### src/design/dulr_pkg.sv
// Shared types and constants for the daily usage ring logger.
package dulr_pkg;

    localparam int AMOUNT_W    = 20;
    localparam int YEAR_W      = 7;
    localparam int MONTH_W     = 4;
    localparam int DAY_W       = 5;
    localparam int TOTAL_W     = 16;
    localparam int OUT_IDX_W   = 3;
    localparam int QUOT_W      = 17;
    localparam int RECIP_W     = 20;
    localparam int RECIP_SHIFT = 23;
    localparam int PROD_W      = AMOUNT_W + RECIP_W;

    localparam logic [RECIP_W-1:0]   RECIP_TENTH = 20'd838861;
    localparam logic [QUOT_W-1:0]    QUOT_MAX    = 17'd104857;
    localparam logic [TOTAL_W-1:0]   LIMIT_RESET = 16'd60000;
    localparam logic [TOTAL_W-1:0]   TOTAL_MAX   = 16'hFFFF;

    localparam logic REG_USAGE_LIMIT = 1'b0;

    typedef enum logic [1:0] {
        ST_IDLE,
        ST_DIV,
        ST_EVAL,
        ST_COMMIT
    } state_t;

    typedef struct packed {
        logic [TOTAL_W-1:0] usage;
        logic [DAY_W-1:0]   day;
        logic [MONTH_W-1:0] month;
        logic [YEAR_W-1:0]  year;
    } entry_t;

    localparam int ENTRY_W = $bits(entry_t);

endpackage

### src/design/dulr_ram.sv
// Generic single-write, single-read RAM with registered read data.
module dulr_ram #(
    parameter int WIDTH = 32,
    parameter int DEPTH = 8
) (
    input  logic                     aclk,
    input  logic                     we,
    input  logic [$clog2(DEPTH)-1:0] waddr,
    input  logic [WIDTH-1:0]         wdata,
    input  logic [$clog2(DEPTH)-1:0] raddr,
    output logic [WIDTH-1:0]         rdata
);

    logic [WIDTH-1:0] mem [DEPTH];
    logic [WIDTH-1:0] rdata_reg;

    always_ff @(posedge aclk) begin
        if (we) begin
            mem[waddr] <= wdata;
        end
        rdata_reg <= mem[raddr];
    end

    assign rdata = rdata_reg;

endmodule

### src/design/dulr_div10.sv
// Divide-by-ten unit that multiplies the amount by a scaled reciprocal of ten in one registered step.
module dulr_div10 (
    input  logic                            aclk,
    input  logic                            aresetn,
    input  logic                            start,
    input  logic [dulr_pkg::AMOUNT_W-1:0]   dividend,
    output logic                            done,
    output logic [dulr_pkg::QUOT_W-1:0]     quotient
);

    logic                          done_reg, done_next;
    logic [dulr_pkg::QUOT_W-1:0]   quot_reg, quot_next;
    logic [dulr_pkg::PROD_W-1:0]   product;

    always_comb begin
        product   = {{dulr_pkg::RECIP_W{1'b0}}, dividend}
                    * {{dulr_pkg::AMOUNT_W{1'b0}}, dulr_pkg::RECIP_TENTH};
        done_next = start;
        quot_next = quot_reg;
        if (start) begin
            quot_next = product[dulr_pkg::RECIP_SHIFT +: dulr_pkg::QUOT_W];
        end
    end

    always_ff @(posedge aclk) begin
        if (!aresetn) begin
            done_reg <= 1'b0;
        end else begin
            done_reg <= done_next;
        end
        quot_reg <= quot_next;
    end

    assign done     = done_reg;
    assign quotient = quot_reg;

    property p_done_after_start;
        @(posedge aclk) disable iff (!aresetn) done_reg |-> $past(start);
    endproperty
    a_done_after_start: assert property (p_done_after_start)
        else $error("divider finished without a start");

    property p_quot_range;
        @(posedge aclk) disable iff (!aresetn) done_reg |-> (quot_reg <= dulr_pkg::QUOT_MAX);
    endproperty
    a_quot_range: assert property (p_quot_range)
        else $error("divider quotient out of range");

    property p_done_single;
        @(posedge aclk) disable iff (!aresetn) done_reg |=> !done_reg;
    endproperty
    a_done_single: assert property (p_done_single)
        else $error("divider finished twice in a row");

endmodule

### src/design/daily_usage_ring_logger.sv
// Top level of the daily usage ring logger: sequencer, ring pointers, config port and output register.
//
//   channel   ports            beat content
//   input     s_tvalid/tready  tdata: amount_ml, year, month, day_of_month
//   output    m_tvalid/tready  tdata: entry_index, oldest_index, entry_count, entry_total;
//                              tuser: new_day
//   config    APB psel/penable register 0 usage_limit at address 0
//
// An event goes from acceptance through ST_DIV for the registered multiply by the reciprocal of ten,
// ST_EVAL to evaluate the stored entry and ST_COMMIT to commit and load the output beat.
// The block takes a new beat only when the sequencer is idle, not while an event is in flight.
// A commit waits while a previous output beat is still held. Reset clears all
// pointers and the per-entry valid bits, so no clearing pass over the ring is needed.
module daily_usage_ring_logger #(
    parameter int ENTRIES = 8
) (
    input  logic        aclk,
    input  logic        aresetn,
    // amount_ml[19:0], year[26:20], month[30:27], day_of_month[35:31]
    input  logic [39:0] s_tdata,
    input  logic        s_tvalid,
    output logic        s_tready,
    // entry_index[2:0], oldest_index[5:3], entry_count[8:6], entry_total[24:9]
    output logic [31:0] m_tdata,
    // new_day[0]
    output logic        m_tuser,
    output logic        m_tvalid,
    input  logic        m_tready,
    input  logic        psel,
    input  logic        penable,
    input  logic        pwrite,
    input  logic [2:0]  paddr,
    input  logic [31:0] pwdata,
    output logic [31:0] prdata,
    output logic        pready
);

    localparam int PTR_W = $clog2(ENTRIES);
    localparam logic [PTR_W-1:0] PTR_LAST = PTR_W'(ENTRIES - 1);

    localparam int YEAR_LO  = dulr_pkg::AMOUNT_W;
    localparam int MONTH_LO = YEAR_LO + dulr_pkg::YEAR_W;
    localparam int DAY_LO   = MONTH_LO + dulr_pkg::MONTH_W;

    dulr_pkg::state_t state_reg, state_next;

    logic [PTR_W-1:0]             wr_ptr_reg, wr_ptr_next;
    logic [PTR_W-1:0]             oldest_reg, oldest_next;
    logic [PTR_W-1:0]             count_reg, count_next;
    logic [ENTRIES-1:0]           valid_reg, valid_next;
    logic                         rd_valid_reg;
    logic [dulr_pkg::TOTAL_W-1:0] limit_reg;

    logic [dulr_pkg::YEAR_W-1:0]  year_reg;
    logic [dulr_pkg::MONTH_W-1:0] month_reg;
    logic [dulr_pkg::DAY_W-1:0]   day_reg;

    logic                         moved_reg, moved_next;
    logic [PTR_W-1:0]             ptr_new_reg, ptr_new_next;
    logic [dulr_pkg::TOTAL_W-1:0] base_reg, base_next;

    logic [31:0] m_tdata_reg, m_tdata_next;
    logic        m_tuser_reg, m_tuser_next;
    logic        m_tvalid_reg, m_tvalid_next;

    logic                          accept;
    logic                          div_done;
    logic [dulr_pkg::QUOT_W-1:0]   quot;
    logic [dulr_pkg::ENTRY_W-1:0]  rd_raw;
    dulr_pkg::entry_t              stored;
    dulr_pkg::entry_t              wr_entry;
    logic                          ram_we;
    logic                          out_free;
    logic                          unset;
    logic                          differs;
    logic [dulr_pkg::QUOT_W:0]     sum;
    logic [dulr_pkg::TOTAL_W-1:0]  total;
    logic                          cfg_write;

    function automatic logic [PTR_W-1:0] ring_next(input logic [PTR_W-1:0] p);
        ring_next = (p == PTR_LAST) ? '0 : PTR_W'(p + 1'b1);
    endfunction

    assign accept    = s_tvalid && s_tready;
    assign s_tready  = (state_reg == dulr_pkg::ST_IDLE);
    assign out_free  = !m_tvalid_reg || m_tready;
    assign cfg_write = psel && penable && pwrite && pready;
    assign pready    = 1'b1;
    assign prdata    = (paddr[2] == dulr_pkg::REG_USAGE_LIMIT) ? 32'(limit_reg) : 32'd0;

    dulr_div10 u_div (
        .aclk     (aclk),
        .aresetn  (aresetn),
        .start    (accept),
        .dividend (s_tdata[dulr_pkg::AMOUNT_W-1:0]),
        .done     (div_done),
        .quotient (quot)
    );

    dulr_ram #(
        .WIDTH (dulr_pkg::ENTRY_W),
        .DEPTH (ENTRIES)
    ) u_ring (
        .aclk  (aclk),
        .we    (ram_we),
        .waddr (ptr_new_reg),
        .wdata (wr_entry),
        .raddr (wr_ptr_reg),
        .rdata (rd_raw)
    );

    always_comb begin
        stored  = rd_valid_reg ? dulr_pkg::entry_t'(rd_raw) : '0;
        unset   = (stored.year == '0) && (stored.month == '0) && (stored.day == '0);
        differs = (stored.year != year_reg) || (stored.month != month_reg)
                  || (stored.day != day_reg);

        sum   = {2'b00, base_reg} + {1'b0, quot};
        total = base_reg;
        if (base_reg < limit_reg) begin
            total = (sum > (dulr_pkg::QUOT_W+1)'(dulr_pkg::TOTAL_MAX))
                    ? dulr_pkg::TOTAL_MAX : dulr_pkg::TOTAL_W'(sum);
        end

        wr_entry.usage = total;
        wr_entry.day   = day_reg;
        wr_entry.month = month_reg;
        wr_entry.year  = year_reg;

        state_next    = state_reg;
        wr_ptr_next   = wr_ptr_reg;
        oldest_next   = oldest_reg;
        count_next    = count_reg;
        valid_next    = valid_reg;
        moved_next    = moved_reg;
        ptr_new_next  = ptr_new_reg;
        base_next     = base_reg;
        m_tdata_next  = m_tdata_reg;
        m_tuser_next  = m_tuser_reg;
        m_tvalid_next = m_tvalid_reg && !m_tready;
        ram_we        = 1'b0;

        case (state_reg)
            dulr_pkg::ST_IDLE: begin
                if (accept) begin
                    state_next = dulr_pkg::ST_DIV;
                end
            end
            dulr_pkg::ST_DIV: begin
                if (div_done) begin
                    state_next = dulr_pkg::ST_EVAL;
                end
            end
            dulr_pkg::ST_EVAL: begin
                moved_next   = !unset && differs;
                ptr_new_next = (!unset && differs) ? ring_next(wr_ptr_reg) : wr_ptr_reg;
                base_next    = (!unset && !differs) ? stored.usage : '0;
                state_next   = dulr_pkg::ST_COMMIT;
            end
            dulr_pkg::ST_COMMIT: begin
                if (out_free) begin
                    ram_we                  = 1'b1;
                    valid_next[ptr_new_reg] = 1'b1;
                    wr_ptr_next             = ptr_new_reg;
                    if (moved_reg) begin
                        if (ptr_new_reg == oldest_reg) begin
                            oldest_next = ring_next(oldest_reg);
                        end
                        if (count_reg != PTR_LAST) begin
                            count_next = PTR_W'(count_reg + 1'b1);
                        end
                    end
                    m_tdata_next = {7'd0, total,
                                    dulr_pkg::OUT_IDX_W'(count_next),
                                    dulr_pkg::OUT_IDX_W'(oldest_next),
                                    dulr_pkg::OUT_IDX_W'(ptr_new_reg)};
                    m_tuser_next  = moved_reg;
                    m_tvalid_next = 1'b1;
                    state_next    = dulr_pkg::ST_IDLE;
                end
            end
            default: begin
                state_next = dulr_pkg::ST_IDLE;
            end
        endcase
    end

    always_ff @(posedge aclk) begin
        if (!aresetn) begin
            state_reg    <= dulr_pkg::ST_IDLE;
            wr_ptr_reg   <= '0;
            oldest_reg   <= '0;
            count_reg    <= '0;
            valid_reg    <= '0;
            rd_valid_reg <= 1'b0;
            limit_reg    <= dulr_pkg::LIMIT_RESET;
            m_tvalid_reg <= 1'b0;
        end else begin
            state_reg    <= state_next;
            wr_ptr_reg   <= wr_ptr_next;
            oldest_reg   <= oldest_next;
            count_reg    <= count_next;
            valid_reg    <= valid_next;
            rd_valid_reg <= valid_reg[wr_ptr_reg];
            m_tvalid_reg <= m_tvalid_next;
            if (cfg_write && (paddr[2] == dulr_pkg::REG_USAGE_LIMIT)) begin
                limit_reg <= pwdata[dulr_pkg::TOTAL_W-1:0];
            end
        end
        if (accept) begin
            year_reg  <= s_tdata[YEAR_LO +: dulr_pkg::YEAR_W];
            month_reg <= s_tdata[MONTH_LO +: dulr_pkg::MONTH_W];
            day_reg   <= s_tdata[DAY_LO +: dulr_pkg::DAY_W];
        end
        moved_reg   <= moved_next;
        ptr_new_reg <= ptr_new_next;
        base_reg    <= base_next;
        m_tdata_reg <= m_tdata_next;
        m_tuser_reg <= m_tuser_next;
    end

    assign m_tdata  = m_tdata_reg;
    assign m_tuser  = m_tuser_reg;
    assign m_tvalid = m_tvalid_reg;

    property p_count_bound;
        @(posedge aclk) disable iff (!aresetn) count_reg <= PTR_LAST;
    endproperty
    a_count_bound: assert property (p_count_bound)
        else $error("day-change count passed its limit");

    property p_oldest_apart;
        @(posedge aclk) disable iff (!aresetn) (count_reg != '0) |-> (wr_ptr_reg != oldest_reg);
    endproperty
    a_oldest_apart: assert property (p_oldest_apart)
        else $error("write pointer met the oldest pointer after a day change");

    property p_divide_only_when_busy;
        @(posedge aclk) disable iff (!aresetn) div_done |-> (state_reg == dulr_pkg::ST_DIV);
    endproperty
    a_divide_only_when_busy: assert property (p_divide_only_when_busy)
        else $error("divider finished outside the divide phase");

    property p_commit_marks_valid;
        @(posedge aclk) disable iff (!aresetn) ram_we |=> valid_reg[$past(ptr_new_reg)];
    endproperty
    a_commit_marks_valid: assert property (p_commit_marks_valid)
        else $error("written ring entry not marked valid");

endmodule

### config.mk
export PLATFORM = sky130hd
export DESIGN_NAME = daily_usage_ring_logger
export DESIGN_NICKNAME = d
export VERILOG_FILES = /design/src/design/dulr_pkg.sv /design/src/design/dulr_ram.sv /design/src/design/dulr_div10.sv /design/src/design/daily_usage_ring_logger.sv
export SDC_FILE = /design/constraint.sdc
export NUM_CORES = 1
export LEC_CHECK = 0
export ABC_AREA = 1
export CAP_MARGIN = 20
export CORE_ASPECT_RATIO = 1.2
export CORE_UTILIZATION = 30
export DETAILED_ROUTE_END_ITERATION = 8
export DONT_BUFFER_PORTS = 1
export MAX_ROUTING_LAYER = met4
export PLACE_DENSITY = 0.51
export RECOVER_POWER = 50
export SYNTH_ARGS = -nofsm -noshare
export SYNTH_HDL_FRONTEND = slang
export SYNTH_SLANG_ARGS = --single-unit
### constraint.sdc
create_clock -name aclk -period 7.34 [get_ports aclk]
set_input_delay 0.734 -clock aclk [delete_from_list [all_inputs] [get_ports aclk]]
set_output_delay 0.734 -clock aclk [all_outputs]
set_load 0.005 [all_outputs]
[Word level (Yosys, flattened, before mapping)]
Memory sizes are Yosys's and may differ from the RTL's. A register that Yosys moved wholly into a read port is not among the register bits.
Index checks and enable logic that the tools add are counted.
Storage, ports and cells
  register bits after elaboration: 117
  memory bits (writable): 256
  input bits: 82
  output and inout bits: 68
  word-level logic and storage cells: 93
  memories kept: 1
Memories
  u_ring.mem: words 8, bits a word 32, rd ports 1, clocked after memory_dff 1, wr ports 1, line dulr_ram.sv:14  | logic [WIDTH-1:0] mem [DEPTH];
Operators by class
  add/subtract/negate cells: 4
  multipliers: 1
  $lt $le $gt $ge: 5
  equality and inequality tests: 13
  multiplexer cells: 25
  bitwise logic cells: 2
  reduce and logical (&&, ||, !) cells: 24
Operator list (count)
  $mux 16: 4
  $mul 20x20->40 const B: 1
  $mux 3: 7
  $add 16x17->18: 1
  $gt 18x16->1 const B: 1
  $lt 16x16->1: 1
  $logic_and 1x1->1: 10
  $add 3x1->3 const B: 3
  $lt 3x4->1 const B: 2
  $mux 1: 8
  $or 8x8->8: 1
  $pmux 2 s4: 1
  $logic_not 7->1: 1
  $ne 7x7->1: 1
  $eq 3x3->1 const B: 2
  $mux 2: 3
  $logic_not 5->1: 1
  $ne 5x5->1: 1
  $eq 2x2->1 const B: 2
  $logic_not 1->1: 4
  $logic_not 4->1: 1
  $ne 2x1->1 const B: 2
  $ne 4x4->1: 1
  $reduce_and 2->1: 2
  11 further kinds: 13

[Longest topological paths before layout]
  depth in word-level cells: 7
  depth in mapped cells: 27
  gate-level depth less buffers: 26

[Hierarchy]
A second synthesis with hierarchy kept.
Unflattened totals
  cells, all modules: 2914
  area total of the unflattened synthesis: 26465.4 µm²
By module, submodules not included
  dulr_ram: instances 1, cells each 1156, area each 11872.6 µm², seq. area each 8328.0 µm²
  dulr_div10: instances 1, cells each 1012, area each 8539.4 µm², seq. area each 530.5 µm²
  daily_usage_ring_logger: instances 1, cells each 746, area each 6053.3 µm², seq. area each 2602.5 µm²

[Worst setup path after synthesis]
No wires, ideal clock.
  path type: input port to flip-flop
  start: input port s_tdata[8]
  end: register u_div.quot_reg (netlist bit u_div.quotient[13]) (data pin)
  library setup time: 253 ps
  arrival: 5188 ps
  required time: 7087 ps
  slack: 1899 ps
  stages: 23
  cell sequence: ha_1 > clkbuf_1 > xor2_1 > ha_1 > a21o_1 > ha_1 > inv_1 > fa_1 > fa_1 > inv_1 > fa_1 > inv_1 > fa_1 > inv_1 > ha_1 > nand2_1 > nor2_1 > inv_1 > nor2_1 > nand3_1 > or2_2 > nand4_1 > nand2_1
Between the ends
  word-level cells in the longest chain between the ends: 1
RTL lines
  start: declaration: line daily_usage_ring_logger.sv:20  | input logic [39:0] s_tdata,
  $mul 20x20->40: line dulr_div10.sv:17  | * {{dulr_pkg::AMOUNT_W{1'b0}}, dulr_pkg::RECIP_TENTH};
  via u_div.product, one bit: line dulr_div10.sv:13  | logic [dulr_pkg::PROD_W-1:0] product;
  end signal: assignment: line dulr_div10.sv:31  | quot_reg <= quot_next;
  end: declaration: line dulr_div10.sv:12  | logic [dulr_pkg::QUOT_W-1:0] quot_reg, quot_next;
The timed path passes the listed nets, and every way through them passes these cells.
A chain may end at the register's enable or synchronous reset.

[Worst setup path in the final report]
  start: input port s_tdata[10]
  end: register u_div.quot_reg (netlist bit u_div.quotient[16]) (data pin)
The elaborated chain is that of the path after synthesis.

==> key figures <==
Run status
  – Outcome: finished with violations
  – Violated checks: max-capacitance violations, max-slew violations

Cells and area
  – N_diodes: 0
  – Area Overhead vs Synth: 9.18%
  – Layout cells sized above 1: 3.74%
  – Layout net count: 2,939
  – Max reg flops: 256
  – Filler Cells Inserted: 8,407
  – Layout Utilization: 33.1%

Worst setup path
  – Worst EP arrival: 5.88 ns
  – CP required: 7.61 ns
  – Crit Path Class: in2reg
  – Flop2flop setup slack: 3.21 ns
  – R2r worst-path depth: 6
  – FF-to-FF End: rd_valid_reg$_SDFF_PN0_
  – Worst setup path end: u_div.quotient[16]$_DFFE_PP_
  – Crit path from: s_tdata[10]
  – Worst setup SP type: input pin
  – RR Startpoint: wr_ptr_reg[1]$_SDFFE_PN0P_
  – Largest fanout on the critical path: 5
  – CP endpoint kind: register

Synth
  – Post-Syn Area: 24,800 µm²
  – Ys async rst share: 0%
  – Post-synthesis sequential area ratio: 46.1%
  – EDFF count, synth: 335
  – Post-synthesis compound-gate area fraction: 8.22%
  – Post-synthesis mux area share: 0%
  – Largest family of logic cells by synthesized area: adder cells
  – Netlist cell types: 41
  – Post-synthesis xor/xnor area fraction: 1.76%
  – Top cells by area, synth: edfxtp_1, ha_1, fa_1
  – Cell taking the most area after synthesis: edfxtp_1
  – Syn Inst Count: 2,493
  – Top-count cell post-synth: nor2_1
  – Share of the synthesized area in the top cell type: 40.5%
  – Post-Synth Simple-Gate Area: 13.6%
  – Commonest cells in the netlist: nor2_1, inv_1, edfxtp_1
  – Yosys Warn Count: 0
  – Top FF cell, synth: edfxtp_1
  – Seq cells post-synth: 405
  – Adder-Cell Fraction of Synth Area: 22.7%
  – Syn avg cell area: 9.96 µm²

Floorplanning
  – Core area: 82,000 µm²
  – Core Rows: 115
  – Die Area: 84,000 µm²
  – IO Pins: 150
  – Initial cell density of the core: 30.3%
  – Die width: 265 µm
  – Die height: 317 µm

Timing
  – Rel. slew slack: -111%
  – Post-Route Skew: 0.0160 ns
  – Final min period: 5.61 ns
  – Worst-Margin Slew: 3.17 ns
  – Setup TNS: 0 ns
  – Final period util: 76.5%
  – RSZ-0062 raised after global routing: false
  – Fin. Hold Viols: 0
  – Max-slew violation count: 223
  – Setup-failing EPs final: 0
  – FMAX: 0.178 GHz

Pwr
  – Leakage: 0.0116 µW
  – Maximum vdd drop: 0.305 mV
  – PwrDens: 498 nW/µm²

Global route
  – First-pass GRT wire length: 102,000 µm
  – Initial antenna violation count: 0
  – Vias in the first global route: 17,407
  – Gr usage total: 16.2%
  – Largest net degree at the start of global routing: 105
  – Gr ovfl total: 0

Clock tree
  – CTS tree: built
  – Num CTS Buffers: 40
  – Hold-fix buffers, CTS: 0
  – Deepest clock path buffer count: 3
  – Worst-path clk slew: 0.06 ns
  – Clock sink count: 405
  – Setup repair bufs after CTS: 0
  – CTS root buffer: clkbuf_16
  – H-tree levels: 2
  – Insertion delay to the later sink of the worst-skew pair: 0.55 ns
  – # resized after CTS: 0

Placed design
  – Gpl congestion: 0.922
  – DP HPWL: 47,300 µm
  – Port Buffers: 0

Drt
  – Detailed Route Iter0 Violations: 845
  – DRC viols: 0
  – Wire per inst: 18.4 µm
  – Post-DRT Antenna Nets: 0
  – DR pass1 iterations: 8
  – Via density: 4.70
  – Final WL: 65,800 µm
  – Via count: 16,773

Run
  – Max cap viols: 6

Worst hold path
  – Worst hold path type: in2reg
-- placed cells by master (no fill, tap or decap), types with 11 or more instances in the layout --
cell,Yosys,routed
fa_1,130,130
nor2_4,10,15
buf_4,24,11
o22ai_1,34,34
nand2_1,332,332
nor3_1,17,17
edfxtp_1,335,335
clkbuf_16,0,40
a21oi_1,72,72
o21bai_1,11,11
o21ai_0,190,190
nand4_1,18,18
xnor2_1,12,12
nand3_1,52,52
clkbuf_1,59,23
conb_1,2,24
inv_1,372,370
a31oi_1,35,35
nor2_1,380,375
xor2_1,38,38
dfxtp_1,70,69
ha_1,243,243
-- routing by layer --
metal	vias to the layer above	track usage, %	part of all wire, %
met2	289	30.1	53
met1	8196	17.7	40
li1	8192	-	-
met5	-	-	0
met3	96	1.46	2.7
met4	0	6.46	3.8
-- cell type report --
cell class | instances | area [µm²] | share of cell area (%)
Multi-Input combinational cell | 1646 | 11600 | 42.9
Timing Repair Buffer | 18 | 109 | 0.401
Inverter | 373 | 1400 | 5.17
Clock buffer | 59 | 1100 | 4.06
Sequential cell | 405 | 11500 | 42.3
Tap cell | 1053 | 1320 | 4.86
Clock inverter | 15 | 100 | 0.369
-- metrics by stage --
step | power [µW] | cells | instance area [µm²] | setup WS, ns | hold WS [ns]
after floorplan | 9150 | 2515 | 24900 | 1.90 | 0.435
after global placement | 11600 | 3494 | 26000 | 1.17 | 0.443
after detailed placement | 11700 | 3495 | 26000 | 1.20 | 0.455
after CTS | 13700 | 3569 | 27200 | 1.75 | 0.247
after global routing | 14800 | 3569 | 27100 | 1.54 | 0.250
final | 13500 | 3569 | 27100 | 1.73 | 0.278
-- critical path: stages --
cell	delay, ns
ha_1	0.46
fa_1	0.51
ha_1	0.31
inv_1	0.06
fa_1	0.50
inv_1	0.05
fa_1	0.48
fa_1	0.54
inv_1	0.05
fa_1	0.54
inv_1	0.06
ha_1	0.34
nand2_1	0.17
inv_1	0.06
nand2_1	0.06
nand2_1	0.06
a21oi_1	0.26
nor2_1	0.06
o21ai_0	0.25
nand3_1	0.12
nand2_1	0.08
nand2_1	0.11
-- worst min path at each step --
stage	start	to	slack (ns)	depth (start not counted)
after CTS	s_tdata[30]	month_reg[3]$_DFFE_PP_	0.25	0
after global routing	s_tdata[28]	month_reg[1]$_DFFE_PP_	0.25	0
after detailed placement	valid_reg[1]$_SDFFE_PN0P_	valid_reg[1]$_SDFFE_PN0P_	0.46	2
final	s_tdata[29]	month_reg[2]$_DFFE_PP_	0.28	0
after floorplan	valid_reg[1]$_SDFFE_PN0P_	valid_reg[1]$_SDFFE_PN0P_	0.43	2
after global placement	valid_reg[6]$_SDFFE_PN0P_	valid_reg[6]$_SDFFE_PN0P_	0.44	2
-- power breakdown --
group	total, µW	switching [µW]	internal (µW)
registers	3480	212	3270
logic	8130	5430	2700
clock network	1910	857	1050
total	13500	6500	7020
-- cells by family (layout without fill, tap and decap cells) --
family / count (synthesis) / in the layout
AND/OR/NAND/NOR: 829 / 829
adder cells (fa/ha/maj): 373 / 373
AO/OA/AOI/OAI: 370 / 370
other: 2 / 24
buffers and inverters: 464 / 465
XOR/XNOR: 50 / 50
flip-flops: 405 / 405
Note: power is estimated with default switching activity, not from simulation.
